File: config.mk
export PLATFORM = sky130hd
export DESIGN_NAME = midi_channel_message_decoder_flat
export DESIGN_NICKNAME = d
export VERILOG_FILES = /design/src/rtl/mcmd_pkg.sv /design/src/rtl/mcmd_ifs.sv /design/src/rtl/mcmd_front.sv /design/src/rtl/mcmd_fifo.sv /design/src/rtl/mcmd_back.sv /design/src/rtl/midi_channel_message_decoder.sv /design/src/flat_wrapper.sv
export SDC_FILE = /design/constraint.sdc
export NUM_CORES = 2
export LEC_CHECK = 0
export ABC_CLOCK_PERIOD_IN_PS = 21900
export BUFFER_PORTS_ARGS = -buffer_cell sky130_fd_sc_hd__buf_2
export CELL_PAD_IN_SITES_DETAIL_PLACEMENT = 0
export CELL_PAD_IN_SITES_GLOBAL_PLACEMENT = 2
export CORE_UTILIZATION = 50
export CTS_CLUSTER_DIAMETER = 50
export DETAILED_ROUTE_END_ITERATION = 10
export PLACE_DENSITY_LB_ADDON = 0.1
export SYNTH_ARGS = -nofsm -noshare
export SYNTH_HDL_FRONTEND = slang
export SYNTH_SLANG_ARGS = --single-unit
File: constraint.sdc
create_clock -name i_clk -period 21.9 [get_ports i_clk]
set_clock_uncertainty 0.15 [all_clocks]
set_input_delay 6.57 -clock i_clk [delete_from_list [all_inputs] [get_ports i_clk]]
set_output_delay 6.57 -clock i_clk [all_outputs]
set_load 0.02 [all_outputs]
File: src/rtl/mcmd_pkg.sv
// Shared types and constants for the MIDI channel message decoder.
package mcmd_pkg;

    localparam int COUNT_WIDTH_DEF = 16;
    localparam int CC_COUNT_W      = 16;
    localparam int CC_IDX_W        = 7;
    localparam int CC_DEPTH        = 1 << CC_IDX_W;
    localparam int QUEUE_DEPTH     = 2;
    localparam int QPTR_W          = $clog2(QUEUE_DEPTH);
    localparam int BEND_W          = 21;
    localparam int RANGE_W         = 5;

    localparam logic [RANGE_W-1:0] BEND_RANGE_RESET = 5'd2;
    localparam logic [RANGE_W-1:0] BEND_RANGE_MAX   = 5'd24;
    localparam logic signed [15:0] BEND_CENTRE      = 16'sd8192;

    localparam logic [7:0] ST_TYPE_MASK = 8'hF0;
    localparam logic [7:0] ST_NOTE_OFF  = 8'h80;
    localparam logic [7:0] ST_NOTE_ON   = 8'h90;
    localparam logic [7:0] ST_CTRL      = 8'hB0;
    localparam logic [7:0] ST_PROGRAM   = 8'hC0;
    localparam logic [7:0] ST_PRESSURE  = 8'hD0;
    localparam logic [7:0] ST_BEND      = 8'hE0;

    localparam logic [7:0] CC_MOD        = 8'd1;
    localparam logic [7:0] CC_PORTA      = 8'd5;
    localparam logic [7:0] CC_SUSTAIN    = 8'd64;
    localparam logic [7:0] CC_SOUND_OFF  = 8'd120;
    localparam logic [7:0] CC_NOTES_OFF  = 8'd123;
    localparam logic [7:0] PEDAL_THRESH  = 8'd64;

    typedef enum logic [1:0] {
        PH_WAIT  = 2'd0,
        PH_SKIP  = 2'd1,
        PH_DATA1 = 2'd2,
        PH_DATA2 = 2'd3
    } t_phase;

    typedef enum logic [2:0] {
        EV_NONE     = 3'd0,
        EV_NOTE_ON  = 3'd1,
        EV_NOTE_OFF = 3'd2,
        EV_SUSTAIN  = 3'd3,
        EV_ALL_OFF  = 3'd4,
        EV_MOD      = 3'd5,
        EV_PORTA    = 3'd6,
        EV_BEND     = 3'd7
    } t_event;

    // Classified message handed from parser to executor
    typedef struct packed {
        t_event     kind;
        logic       is_cc;
        logic       pedal;
        logic [7:0] key;
        logic [7:0] value;
    } t_msg;

endpackage

File: src/rtl/mcmd_ifs.sv
// Valid/ready channel interfaces for MIDI bytes in and decoded events out.
interface mcmd_in_if;
    logic       valid;
    logic       ready;
    logic [7:0] midi_byte;
    logic       end_of_buffer;

    modport source (output valid, output midi_byte, output end_of_buffer, input ready);
    modport sink   (input valid, input midi_byte, input end_of_buffer, output ready);
endinterface

interface mcmd_out_if;
    logic               valid;
    logic               ready;
    logic [2:0]         event_kind;
    logic [7:0]         key;
    logic [7:0]         value;
    logic               pedal_down;
    logic signed [20:0] bend_amount;
    logic [15:0]        cc_count;
    logic [7:0]         last_note;

    modport source (output valid, output event_kind, output key, output value,
                    output pedal_down, output bend_amount, output cc_count,
                    output last_note, input ready);
    modport sink   (input valid, input event_kind, input key, input value,
                    input pedal_down, input bend_amount, input cc_count,
                    input last_note, output ready);
endinterface

File: src/rtl/mcmd_front.sv
// Byte parser: tracks message phase and classifies each byte into a message record.
module mcmd_front (
    input  logic            i_clk,
    input  logic            i_rst_n,
    mcmd_in_if.sink         i_in,
    output logic            o_msg_valid,
    input  logic            i_msg_ready,
    output mcmd_pkg::t_msg  o_msg
);

    mcmd_pkg::t_phase r_phase, n_phase;
    logic [7:0]       r_status, n_status;
    logic [7:0]       r_first, n_first;
    logic [7:0]       b;
    logic [7:0]       st_type;
    logic             accept;

    assign b           = i_in.midi_byte;
    assign st_type     = r_status & mcmd_pkg::ST_TYPE_MASK;
    assign o_msg_valid = i_in.valid;
    assign i_in.ready  = i_msg_ready;
    assign accept      = i_in.valid && i_msg_ready;

    always_ff @(posedge i_clk) begin
        if (!i_rst_n) begin
            r_phase  <= mcmd_pkg::PH_WAIT;
            r_status <= '0;
            r_first  <= '0;
        end else if (accept) begin
            r_phase  <= n_phase;
            r_status <= n_status;
            r_first  <= n_first;
        end
    end

    always_comb begin
        n_phase  = r_phase;
        n_status = r_status;
        n_first  = r_first;
        o_msg    = '{kind: mcmd_pkg::EV_NONE, is_cc: 1'b0, pedal: 1'b0,
                     key: 8'd0, value: 8'd0};
        unique case (r_phase)
            mcmd_pkg::PH_WAIT: begin
                if (b[7]) begin
                    n_status = b;
                    if ((b & mcmd_pkg::ST_TYPE_MASK) == mcmd_pkg::ST_PROGRAM ||
                        (b & mcmd_pkg::ST_TYPE_MASK) == mcmd_pkg::ST_PRESSURE) begin
                        n_phase = mcmd_pkg::PH_SKIP;
                    end else begin
                        n_phase = mcmd_pkg::PH_DATA1;
                    end
                end
            end
            mcmd_pkg::PH_SKIP: begin
                n_phase = mcmd_pkg::PH_WAIT;
            end
            mcmd_pkg::PH_DATA1: begin
                n_first = b;
                n_phase = mcmd_pkg::PH_DATA2;
            end
            mcmd_pkg::PH_DATA2: begin
                n_phase     = mcmd_pkg::PH_WAIT;
                o_msg.key   = r_first;
                o_msg.value = b;
                unique case (st_type)
                    mcmd_pkg::ST_NOTE_ON: begin
                        o_msg.kind = (b == 8'd0) ? mcmd_pkg::EV_NOTE_OFF
                                                 : mcmd_pkg::EV_NOTE_ON;
                    end
                    mcmd_pkg::ST_NOTE_OFF: o_msg.kind = mcmd_pkg::EV_NOTE_OFF;
                    mcmd_pkg::ST_CTRL: begin
                        o_msg.is_cc = 1'b1;
                        unique case (r_first) inside
                            mcmd_pkg::CC_SUSTAIN: begin
                                o_msg.kind  = mcmd_pkg::EV_SUSTAIN;
                                o_msg.pedal = (b >= mcmd_pkg::PEDAL_THRESH);
                            end
                            mcmd_pkg::CC_SOUND_OFF, mcmd_pkg::CC_NOTES_OFF:
                                o_msg.kind = mcmd_pkg::EV_ALL_OFF;
                            mcmd_pkg::CC_MOD:   o_msg.kind = mcmd_pkg::EV_MOD;
                            mcmd_pkg::CC_PORTA: o_msg.kind = mcmd_pkg::EV_PORTA;
                            default:            o_msg.kind = mcmd_pkg::EV_NONE;
                        endcase
                    end
                    mcmd_pkg::ST_BEND: o_msg.kind = mcmd_pkg::EV_BEND;
                    default:           o_msg.kind = mcmd_pkg::EV_NONE;
                endcase
            end
            default: n_phase = mcmd_pkg::PH_WAIT;
        endcase
        // buffer end drops any partial message or pending skip
        if (i_in.end_of_buffer) begin
            n_phase = mcmd_pkg::PH_WAIT;
        end
    end

endmodule

File: src/rtl/mcmd_fifo.sv
// Short message queue between the parser and the executor.
module mcmd_fifo (
    input  logic            i_clk,
    input  logic            i_rst_n,
    input  logic            i_push_valid,
    output logic            o_push_ready,
    input  mcmd_pkg::t_msg  i_push_msg,
    output logic            o_pop_valid,
    input  logic            i_pop_ready,
    output mcmd_pkg::t_msg  o_pop_msg
);

    mcmd_pkg::t_msg                r_mem [mcmd_pkg::QUEUE_DEPTH];
    logic [mcmd_pkg::QPTR_W-1:0]   r_wr_ptr;
    logic [mcmd_pkg::QPTR_W-1:0]   r_rd_ptr;
    logic [mcmd_pkg::QPTR_W:0]     r_count;
    logic                          push;
    logic                          pop;

    assign o_push_ready = (r_count != (mcmd_pkg::QPTR_W + 1)'(mcmd_pkg::QUEUE_DEPTH));
    assign o_pop_valid  = (r_count != '0);
    assign o_pop_msg    = r_mem[r_rd_ptr];
    assign push         = i_push_valid && o_push_ready;
    assign pop          = o_pop_valid && i_pop_ready;

    always_ff @(posedge i_clk) begin
        if (push) begin
            r_mem[r_wr_ptr] <= i_push_msg;
        end
    end

    always_ff @(posedge i_clk) begin
        if (!i_rst_n) begin
            r_wr_ptr <= '0;
            r_rd_ptr <= '0;
            r_count  <= '0;
        end else begin
            if (push) begin
                r_wr_ptr <= r_wr_ptr + 1'b1;
            end
            if (pop) begin
                r_rd_ptr <= r_rd_ptr + 1'b1;
            end
            case ({push, pop})
                2'b10:   r_count <= r_count + 1'b1;
                2'b01:   r_count <= r_count - 1'b1;
                default: r_count <= r_count;
            endcase
        end
    end

endmodule

File: src/rtl/mcmd_back.sv
// Executor: CC count memory, pitch bend scaling, last note and the result register.
module mcmd_back #(
    parameter int COUNT_WIDTH = mcmd_pkg::COUNT_WIDTH_DEF
) (
    input  logic                           i_clk,
    input  logic                           i_rst_n,
    input  logic                           i_cfg_we,
    input  logic [mcmd_pkg::RANGE_W-1:0]   i_cfg_wdata,
    input  logic                           i_msg_valid,
    output logic                           o_msg_ready,
    input  mcmd_pkg::t_msg                 i_msg,
    mcmd_out_if.source                     o_out
);

    localparam logic [COUNT_WIDTH-1:0] COUNT_MAX = {COUNT_WIDTH{1'b1}};

    logic [COUNT_WIDTH-1:0]            r_cnt_mem [mcmd_pkg::CC_DEPTH];
    logic [mcmd_pkg::CC_DEPTH-1:0]     r_cnt_vld;
    logic [mcmd_pkg::RANGE_W-1:0]      r_bend_range;
    logic [7:0]                        r_recent;

    // issue stage
    logic                              r_s1_vld;
    mcmd_pkg::t_msg                    r_s1_msg;
    logic [COUNT_WIDTH-1:0]            r_rd_cnt;
    logic                              r_rd_hit;

    // result register
    logic                              r_out_vld;
    mcmd_pkg::t_event                  r_out_kind;
    logic [7:0]                        r_out_key;
    logic [7:0]                        r_out_value;
    logic                              r_out_pedal;
    logic signed [mcmd_pkg::BEND_W-1:0] r_out_bend;
    logic [mcmd_pkg::CC_COUNT_W-1:0]   r_out_cnt;
    logic [7:0]                        r_out_note;

    logic                              out_free;
    logic                              s1_adv;
    logic                              s1_free;
    logic                              issue;
    logic [mcmd_pkg::CC_IDX_W-1:0]     s1_idx;
    logic [mcmd_pkg::CC_IDX_W-1:0]     q_idx;
    logic [COUNT_WIDTH-1:0]            cur_cnt;
    logic [COUNT_WIDTH-1:0]            n_cnt;
    logic [14:0]                       raw_bend;
    logic signed [15:0]                centred;
    logic signed [21:0]                bend_prod;
    logic [7:0]                        n_recent;

    assign out_free    = !r_out_vld || o_out.ready;
    assign s1_adv      = r_s1_vld && out_free;
    assign s1_free     = !r_s1_vld || s1_adv;
    assign o_msg_ready = s1_free;
    assign issue       = i_msg_valid && s1_free;

    assign s1_idx = r_s1_msg.key[mcmd_pkg::CC_IDX_W-1:0];
    assign q_idx  = i_msg.key[mcmd_pkg::CC_IDX_W-1:0];

    always_comb begin
        cur_cnt   = r_rd_hit ? r_rd_cnt : '0;
        n_cnt     = (cur_cnt == COUNT_MAX) ? cur_cnt : cur_cnt + 1'b1;
        raw_bend  = {r_s1_msg.value, 7'd0} | {7'd0, r_s1_msg.key};
        centred   = $signed({1'b0, raw_bend}) - mcmd_pkg::BEND_CENTRE;
        bend_prod = 22'(centred) * $signed({17'd0, r_bend_range});
        n_recent  = (r_s1_msg.kind == mcmd_pkg::EV_NOTE_ON) ? r_s1_msg.key : r_recent;
    end

    // count memory: write from the executing item, read for the issuing one
    always_ff @(posedge i_clk) begin
        if (s1_adv && r_s1_msg.is_cc) begin
            r_cnt_mem[s1_idx] <= n_cnt;
        end
        if (issue) begin
            // forward the count being written this cycle to the same CC number
            if (s1_adv && r_s1_msg.is_cc && s1_idx == q_idx) begin
                r_rd_cnt <= n_cnt;
                r_rd_hit <= 1'b1;
            end else begin
                r_rd_cnt <= r_cnt_mem[q_idx];
                r_rd_hit <= r_cnt_vld[q_idx];
            end
            r_s1_msg <= i_msg;
        end
    end

    always_ff @(posedge i_clk) begin
        if (!i_rst_n) begin
            r_cnt_vld    <= '0;
            r_bend_range <= mcmd_pkg::BEND_RANGE_RESET;
            r_recent     <= '0;
            r_s1_vld     <= 1'b0;
            r_out_vld    <= 1'b0;
        end else begin
            if (i_cfg_we) begin
                r_bend_range <= (i_cfg_wdata > mcmd_pkg::BEND_RANGE_MAX)
                                ? mcmd_pkg::BEND_RANGE_MAX : i_cfg_wdata;
            end
            if (s1_adv && r_s1_msg.is_cc) begin
                r_cnt_vld[s1_idx] <= 1'b1;
            end
            if (s1_adv) begin
                r_recent <= n_recent;
            end
            if (issue) begin
                r_s1_vld <= 1'b1;
            end else if (s1_adv) begin
                r_s1_vld <= 1'b0;
            end
            if (s1_adv) begin
                r_out_vld <= 1'b1;
            end else if (o_out.ready) begin
                r_out_vld <= 1'b0;
            end
        end
    end

    always_ff @(posedge i_clk) begin
        if (s1_adv) begin
            r_out_kind  <= r_s1_msg.kind;
            r_out_key   <= r_s1_msg.key;
            r_out_value <= r_s1_msg.value;
            r_out_pedal <= r_s1_msg.pedal;
            r_out_bend  <= (r_s1_msg.kind == mcmd_pkg::EV_BEND)
                           ? bend_prod[mcmd_pkg::BEND_W-1:0] : '0;
            r_out_cnt   <= r_s1_msg.is_cc ? mcmd_pkg::CC_COUNT_W'(n_cnt) : '0;
            r_out_note  <= n_recent;
        end
    end

    assign o_out.valid       = r_out_vld;
    assign o_out.event_kind  = r_out_kind;
    assign o_out.key         = r_out_key;
    assign o_out.value       = r_out_value;
    assign o_out.pedal_down  = r_out_pedal;
    assign o_out.bend_amount = r_out_bend;
    assign o_out.cc_count    = r_out_cnt;
    assign o_out.last_note   = r_out_note;

endmodule

File: src/rtl/midi_channel_message_decoder.sv
// MIDI channel message decoder: one result item per byte, 1 byte per cycle sustained
// while the output is not stalled. Each byte goes through the queue, the issue stage
// with the count memory read, and the result register before its result shows.
// Throughput: one byte per cycle until a stalled output has filled the 2-entry queue.
// Reset (synchronous, active low): parser waits for status, CC counts read as zero
// at once through per-entry valid bits (no clearing pass), bend range returns to 2.
module midi_channel_message_decoder #(
    parameter int COUNT_WIDTH = mcmd_pkg::COUNT_WIDTH_DEF
) (
    input  logic                           i_clk,
    input  logic                           i_rst_n,
    input  logic                           i_cfg_we,
    input  logic [mcmd_pkg::RANGE_W-1:0]   i_cfg_wdata,
    mcmd_in_if.sink                        i_byte,
    mcmd_out_if.source                     o_event
);

    logic           front_valid;
    logic           front_ready;
    mcmd_pkg::t_msg front_msg;
    logic           q_valid;
    logic           q_ready;
    mcmd_pkg::t_msg q_msg;

    mcmd_front u_front (
        .i_clk       (i_clk),
        .i_rst_n     (i_rst_n),
        .i_in        (i_byte),
        .o_msg_valid (front_valid),
        .i_msg_ready (front_ready),
        .o_msg       (front_msg)
    );

    mcmd_fifo u_fifo (
        .i_clk        (i_clk),
        .i_rst_n      (i_rst_n),
        .i_push_valid (front_valid),
        .o_push_ready (front_ready),
        .i_push_msg   (front_msg),
        .o_pop_valid  (q_valid),
        .i_pop_ready  (q_ready),
        .o_pop_msg    (q_msg)
    );

    mcmd_back #(
        .COUNT_WIDTH (COUNT_WIDTH)
    ) u_back (
        .i_clk       (i_clk),
        .i_rst_n     (i_rst_n),
        .i_cfg_we    (i_cfg_we),
        .i_cfg_wdata (i_cfg_wdata),
        .i_msg_valid (q_valid),
        .o_msg_ready (q_ready),
        .i_msg       (q_msg),
        .o_out       (o_event)
    );

endmodule

File: src/flat_wrapper.sv
// flat-port wrapper written by rule: the top's interface ports become plain ports
module midi_channel_message_decoder_flat 
#(
    parameter int COUNT_WIDTH = mcmd_pkg::COUNT_WIDTH_DEF
)
  (i_clk, i_rst_n, i_cfg_we, i_cfg_wdata, i_byte_valid, i_byte_midi_byte, i_byte_end_of_buffer, i_byte_ready, o_event_valid, o_event_event_kind, o_event_key, o_event_value, o_event_pedal_down, o_event_bend_amount, o_event_cc_count, o_event_last_note, o_event_ready);
  mcmd_in_if i_byte_i ();
  mcmd_out_if o_event_i ();
  input  logic i_clk;
  input  logic i_rst_n;
  input  logic i_cfg_we;
  input  logic [mcmd_pkg::RANGE_W-1:0] i_cfg_wdata;
  input wire logic [$bits(i_byte_i.valid)-1:0] i_byte_valid;
  input wire logic [$bits(i_byte_i.midi_byte)-1:0] i_byte_midi_byte;
  input wire logic [$bits(i_byte_i.end_of_buffer)-1:0] i_byte_end_of_buffer;
  output wire logic [$bits(i_byte_i.ready)-1:0] i_byte_ready;
  output wire logic [$bits(o_event_i.valid)-1:0] o_event_valid;
  output wire logic [$bits(o_event_i.event_kind)-1:0] o_event_event_kind;
  output wire logic [$bits(o_event_i.key)-1:0] o_event_key;
  output wire logic [$bits(o_event_i.value)-1:0] o_event_value;
  output wire logic [$bits(o_event_i.pedal_down)-1:0] o_event_pedal_down;
  output wire logic [$bits(o_event_i.bend_amount)-1:0] o_event_bend_amount;
  output wire logic [$bits(o_event_i.cc_count)-1:0] o_event_cc_count;
  output wire logic [$bits(o_event_i.last_note)-1:0] o_event_last_note;
  input wire logic [$bits(o_event_i.ready)-1:0] o_event_ready;
  assign i_byte_i.valid = i_byte_valid;
  assign i_byte_i.midi_byte = i_byte_midi_byte;
  assign i_byte_i.end_of_buffer = i_byte_end_of_buffer;
  assign i_byte_ready = i_byte_i.ready;
  assign o_event_valid = o_event_i.valid;
  assign o_event_event_kind = o_event_i.event_kind;
  assign o_event_key = o_event_i.key;
  assign o_event_value = o_event_i.value;
  assign o_event_pedal_down = o_event_i.pedal_down;
  assign o_event_bend_amount = o_event_i.bend_amount;
  assign o_event_cc_count = o_event_i.cc_count;
  assign o_event_last_note = o_event_i.last_note;
  assign o_event_i.ready = o_event_ready;
  midi_channel_message_decoder #(.COUNT_WIDTH(COUNT_WIDTH)) u_core (.i_clk(i_clk), .i_rst_n(i_rst_n), .i_cfg_we(i_cfg_we), .i_cfg_wdata(i_cfg_wdata), .i_byte(i_byte_i), .o_event(o_event_i));
endmodule
; ---- After elaboration in Yosys (flattened, before gate mapping)
; Memories as Yosys holds them, arrays and structs flattened. A register that Yosys moved wholly into a read port is not among the register bits.
; Cells that the tools add are included.
[op_classes]
addsub = 6
n_mul = 1
magnitude_cmp = 5
eq_ne = 22
n_mux = 29
bitwise_logic = 2
reduce_logical = 22
[op_table]
columns = operator, n
row1 = 128-bit OR, 1
row2 = 16-bit 2-to-1 mux, 2
row3 = 4-bit equality test (second input constant), 6
row4 = 8-bit by 7-bit equality test with 1-bit output (second input constant), 3
row5 = 3-bit case mux with 4 select lines, 2
row6 = 16-bit by 6-bit multiplier with 21-bit output, 1
row7 = 21-bit 2-to-1 mux, 1
row8 = 16-bit by 1-bit adder with 16-bit output (second input constant), 1
row9 = 16-bit equality test (second input constant), 1
row10 = 7-bit by 8-bit less-than comparator with 1-bit output (second input constant), 2
row11 = 15-bit by 14-bit subtractor with 16-bit output (second input constant), 1
row12 = 15-bit by 8-bit OR with 15-bit output, 1
row13 = 1-bit 2-to-1 mux, 13
row14 = 2-bit 2-to-1 mux, 5
row15 = 8-bit by 1-bit equality test with 1-bit output (second input constant), 1
row16 = 8-bit by 3-bit equality test with 1-bit output (second input constant), 1
row17 = 8-bit by 7-bit >= comparator with 1-bit output (second input constant), 1
row18 = 8-bit logical NOT, 1
row19 = 8-bit 2-to-1 mux, 1
row20 = 2-bit nonzero test, 4
row21 = 1-bit binary-select mux with 7-bit select, 1
row22 = 1-bit demux with 7-bit select, 1
row23 = 7-bit equality test, 1
row24 = 7-bit by 1-bit >= comparator with 1-bit output (second input constant), 1
row25 = other kinds (20), 34
[totals]
reg_bits = 252
ram_bits = 2090
elab_cells = 113
n_memories = 2
[memory_table]
columns = name, depth, word_bits, rd, rd_clocked_by_memory_dff, write_ports, line
row1 = u_core.u_back.r_cnt_mem, 128, 16, 1, 1, 1, mcmd_back.sv:17  ; logic [COUNT_WIDTH-1:0] r_cnt_mem [mcmd_pkg::CC_DEPTH];
row2 = u_core.u_fifo.r_mem, 2, 21, 1, 1, 1, mcmd_fifo.sv:13  ; mcmd_pkg::t_msg r_mem [mcmd_pkg::QUEUE_DEPTH];

; ---- Longest topological paths before layout
[depth]
ltp_word = 7
mapped_depth = 17

; ---- Cells and area by module
; From an unflattened synthesis, not the netlist that was laid out.
[hier_totals]
hier_cells = 4556
area_unflattened_um2 = 93267.0
[modules_own_cells]
columns = mod, instances, cells_per_inst, area_each_um2
row1 = mcmd_back, 1, 4354, 90615.7
row2 = mcmd_fifo, 1, 89, 1742.9
row3 = mcmd_front, 1, 113, 908.4

; ---- Worst setup path after synthesis
; OpenSTA, ideal clock, no wires.
[synth_timing]
kind = input to register
from = input o_event_ready
to = memory u_core.u_back.r_cnt_mem[120][0] in the netlist's numbering (enable)
arrival_time_ns = 10.361
t_required_ns = 21.360
path_slack_ns = 10.999
cell_stages = 6
path_buffers = 1
cell_sequence = nor2b_1 -> nor2b_1 -> buf_1 -> and4_1 -> nand3_1 -> nor2_1
[synth_via]
elab_chain_cells = 5
[synth_rtl]
columns = item, line
row1 = "start, declared", flat_wrapper.sv:25  ; input wire logic [$bits(o_event_i.ready)-1:0] o_event_ready;
row2 = 1-bit logical OR, mcmd_back.sv:51  ; assign out_free = !r_out_vld || o_out.ready;
row3 = 1-bit logical AND, mcmd_back.sv:52  ; assign s1_adv = r_s1_vld && out_free;
row4 = via u_core.u_back.s1_adv, mcmd_back.sv:39  ; logic s1_adv;
row5 = 1-bit logical AND, mcmd_back.sv:71  ; if (s1_adv && r_s1_msg.is_cc) begin
row6 = 1-bit 2-to-1 mux, mcmd_back.sv:71
row7 = 1-bit 2-to-1 mux (not written as such), mcmd_back.sv:72  ; r_cnt_mem[s1_idx] <= n_cnt;
row8 = "end, declared", mcmd_back.sv:17
; The timed path passes the listed nets, and every way through them passes these cells.

; ---- Worst setup path after layout
[layout_timing]
from = input o_event_ready
to = memory u_core.u_back.r_cnt_mem[41][1] in the netlist's numbering (enable)
[layout_via]
elab_chain_cells = 5
[layout_rtl]
columns = item, line
row1 = 1-bit logical OR, mcmd_back.sv:51
row2 = 1-bit logical AND, mcmd_back.sv:52
row3 = 1-bit logical AND, mcmd_back.sv:71
row4 = 1-bit 2-to-1 mux, mcmd_back.sv:71
row5 = 1-bit 2-to-1 mux (not written as such), mcmd_back.sv:72
; No other way between the ends.

==> results.md <==
- The net switching fraction of the power is approximately 36%.
- CTS built an H-tree with a depth of 5.
- The die footprint is approximately 0.19 mm².
- The final-report hold violation count came to 0.
- In this run the critical register-to-register path is captured at u_core.u_back.r_rd_cnt[3]$_DFFE_PP_.
- The count of endpoints failing setup in the final report is 0.
- In this run, post-CTS repair resized a total of 0 instances.
- The CTS clock-pin slew for the worst setup and hold paths is about 0.060 ns.
- For this run, the total global-route usage over all layers was measured as between 30% and 40%.
- The maximum resistive drop on vdd is between 0.1 and 0.15 mV.
- Headroom to the max-slew limit came out at under 10%.
- The most common cell after layout, fill and taps aside is edfxtp_1.
- In this run the worst hold path is classified as reg -> reg.
- The top cell types in the final layout, fill and taps aside, are edfxtp_1 (2193), nand2_1 (1238), nand3_1 (427), mux2i_1 (364), a21oi_1 (312).
- The detailed-route wire length per cell is around 31 µm.
- Combinational logic burns 30.0% of the power.
- The flow ran to the end, but the final reports show violations.
- The HPWL after detailed placement is roughly 180000 µm.
- The synthesized netlist cell count is about 6700.
- When the netlist entered floorplanning its net count stood at ~7000.
- The final layout contains routed wiring with a total length of about 300000 µm.
- The time the worst path needs with I/O delays and setup is roughly 9.1 ns.
- The number of global-route vias before repair came to around 56000.
- The ratio of cells with drive above 1 in the final layout is 12.7%.
- Tracing the worst setup path back leads to its startpoint at o_event_ready.
- The number of antenna violations at the first check in global routing was 9.
- The tree is rooted in a clkbuf_16.
- Row generation in the floorplan step produced 160 rows.
- The number of primary I/O pins is between 80 and 90.
- Registers take a little under 0.07 mm².
- Summed over all failing endpoints, the final setup total negative slack is 0 ns.
- The worst setup path endpoint is u_core.u_back.r_cnt_mem[41][1]$_DFFE_PP_.
- In the final layout, the multi-input gates occupy roughly 0.024 mm².
- TritonCTS created between 200 and 300 clock buffers.
- Cell internal power was estimated by the tool at 9.36 mW.
- The number of nets with antenna violations after detailed routing is 1.
- After synthesis, the share of flip-flops with an asynchronous set or reset is 0%.
- The clock reaches the later pin of the worst-skew pair after roughly 0.92 ns.
- For this run, the number of Yosys warnings is 0.
- The measured slew at the worst slew-check pin is between 1 and 1.5 ns.
- From left edge to right edge, the die measures roughly 440 µm.
- Setup repair after global routing left no endpoint under its margin.
- Data on the critical path is required at its endpoint by around 22 ns.
- The DRC violation total after the first TritonRoute iteration is roughly 7700.
- The sequential fraction of design power is a little under 40%.
- In the synthesized netlist the dominant register cell turns out to be edfxtp_1.
- The worst setup slack for register-to-register paths is between 10 and 15 ns.
- The per-instance average area after synthesis is 14.3 µm².
- The number of fillers in the final layout is 15097.
- Counting along the longest clock path gives a buffer depth of 4.
- For this run, the register share of the synthesized area comes to between 70% and 80%.
- In this run the standard cell core region covers around 0.19 mm².
- The first-pass GRT wire length is between 400000 and 500000 µm.
- The leakage power is between 30 and 40 nW.
- The critical path capture point type is a register.
- Across the run, the number of max-cap violations was 1.
- The largest net degree at the start of global routing is 126.
- The hold buffer count at cts is 0.
- After detailed routing, the number of vias per cell comes to a little over 6.
- The portion of total power attributed to the clock network is a little under a third.
- The path depth of the worst reg2reg path is 14.
- Summed over all nets, the switching power comes to around 5.3 mW.
- The mapped netlist covers between 0.09 and 0.1 mm².
- TritonCTS built the clock tree.
- From bottom edge to top edge, the die measures ~440 µm.
- The worst setup path is of the in -> reg kind.
- The post-CTS setup repair buffer count is 0.
- The number of vias in the routed layout is between 50000 and 60000.
- The area added between synthesis and finish is 13.1%.
- The final layout net count is approximately 7000.
- The synthesized design contains 2355 register bits.
- The startpoint kind of the worst setup timing path is an input port.
- CTS saw 2355 sinks.
- The final period utilization is between 40% and 50%.
- Synthesis instantiated 69 different standard cells from the library.
- The count of final max-slew check failures is 0.
- The timing-limited maximum frequency is ~110 MHz.
- The number of optimization iterations in the first detailed-route pass is 6.
- Yosys mapped a number of flops with a built-in enable equal to 2193.
- The critical path arrival is around 9.4 ns.
- Power spread over the standard cell area amounts to around 140 mW/mm².
- The overall power after layout is between 10 and 15 mW.
- Routability-driven placement finished with a final weighted congestion of 0.938.
- The checks that failed: antenna violations, max-capacitance violations.
- The total overflow left after global routing is 0.
- The initial utilization of the core area, before any placement, comes to around half.
- The maximum net fanout on the critical path is 17.
- In the routed design, unresolved DRC markers number 0.
- The quantity of I/O buffers inserted on ports is 85.
## layout make-up
class / instances / share of cell area (%)
Sequential cell: 2355 / 64.0
Multi-Input combinational cell: 3830 / 22.6
Clock buffer: 369 / 7.11
Tap cell: 2511 / 2.91
Timing Repair Buffer: 289 / 1.98
Clock inverter: 112 / 0.970
Inverter: 100 / 0.371
Antenna cell: 13 / 0.0301
## worst max-delay path, cell delays in order
cell,delay (ns)
buf_2,0.08
nor2b_1,0.11
nor2b_4,0.33
nand2_1,0.22
nor3b_2,0.62
buf_4,0.31
nand2_1,0.36
nor2_2,0.82
## power by group through the flow
stage	Clock (mW)	Sequential [mW]	Combinational, mW
after floorplan	0	6.00	2.19
after CTS	4.49	5.82	4.38
final	4.44	5.83	4.41
after global placement	0	5.92	4.34
after global routing	4.66	5.83	4.56
after detailed placement	0	5.92	4.37
## cells in the mapped netlist (7+ instances only)
library cell	instances	area share, %
buf_1	37	0.15
edfxtp_1	2193	69
clkbuf_1	159	0.63
mux4_2	83	2.0
a32oi_1	7	0.064
a311oi_1	49	0.45
inv_1	97	0.38
nand3_1	428	2.2
and3_1	92	0.60
o22ai_1	76	0.50
o221ai_1	122	1.1
a211oi_1	13	0.10
nor2b_1	46	0.30
or3_1	9	0.059
nand2b_1	9	0.059
nor2_1	209	0.82
fa_1	48	1.0
nand4_1	22	0.14
a31oi_1	67	0.44
o21a_1	134	1.1
mux2_2	23	0.27
a21oi_1	315	1.7
ha_1	41	0.54
a2111oi_0	25	0.23
xor2_1	10	0.092
buf_4	44	0.35
xnor2_1	31	0.28
o211a_1	10	0.10
mux2i_1	365	3.8
buf_6	9	0.11
nor3_1	85	0.45
buf_2	163	0.85
dfxtp_1	162	3.4
nor4_1	29	0.19
a21boi_0	10	0.079
o21ai_0	64	0.34
and2_1	92	0.60
nand2_1	1238	4.9
o211ai_1	10	0.079
## how the worst min path moves through the flow
stage                                                    end                            startpoint  slack (ns)  cells past startpoint
floorplan           u_core.u_back.o_out.pedal_down$_DFFE_PP_  u_core.u_back.r_s1_msg[16]$_DFFE_PP_        0.25                      0
global placement    u_core.u_back.o_out.pedal_down$_DFFE_PP_  u_core.u_back.r_s1_msg[16]$_DFFE_PP_        0.26                      0
detailed placement  u_core.u_back.o_out.pedal_down$_DFFE_PP_  u_core.u_back.r_s1_msg[16]$_DFFE_PP_        0.26                      0
CTS                 u_core.u_back.o_out.pedal_down$_DFFE_PP_  u_core.u_back.r_s1_msg[16]$_DFFE_PP_        0.27                      0
global route        u_core.u_back.o_out.pedal_down$_DFFE_PP_  u_core.u_back.r_s1_msg[16]$_DFFE_PP_        0.28                      0
finish              u_core.u_back.o_out.pedal_down$_DFFE_PP_  u_core.u_back.r_s1_msg[16]$_DFFE_PP_        0.27                      0
## through the flow
stage                     worst slack [ns]  hold slack (ns)  util, %  instance area, µm²  instances
after floorplan                      11.00            0.250        -               95500       6697
after global placement               11.93            0.255     52.2               99200       9085
after detailed placement             11.94            0.257     52.2               99200       9085
after CTS                            12.90            0.271     56.8              108000       9566
after global routing                 12.74            0.282     56.8              108000       9566
final                                12.84            0.270     56.8              108000       9579
## cells by family after synthesis
kind of cell	Yosys count	synth area share (%)
simple gates	2276	10.5
fa+ha+maj	89	1.54
mux	476	6.15
buf+inv	512	2.47
flops	2355	72.4
xor+xnor	41	0.376
compound gates	948	6.61
## state kept, by name (all words and copies together), names as in the netlist, 16 cells and up, named ones only
signal and cells:
u_core.u_back.o_out.bend_amount 21, u_core.u_back.o_out.cc_count 16, u_core.u_back.r_cnt_mem 2048, u_core.u_back.r_cnt_vld 128, u_core.u_back.r_rd_cnt 16, u_core.u_back.r_s1_msg 21
u_core.u_fifo.r_mem 42
## layer usage
metal / share of wire [%] / wire, µm / global-route usage [%] / up-vias
li1: - / - / - / 25512
met1: 42 / 125000 / 44.6 / 30129
met2: 46 / 139000 / 47.9 / 2917
met3: 8.8 / 26700 / 5.75 / 510
met4: 3.4 / 10200 / 10.2 / 0
met5: 0 / 0 / 0 / -
(Power assumes the default switching activity.)
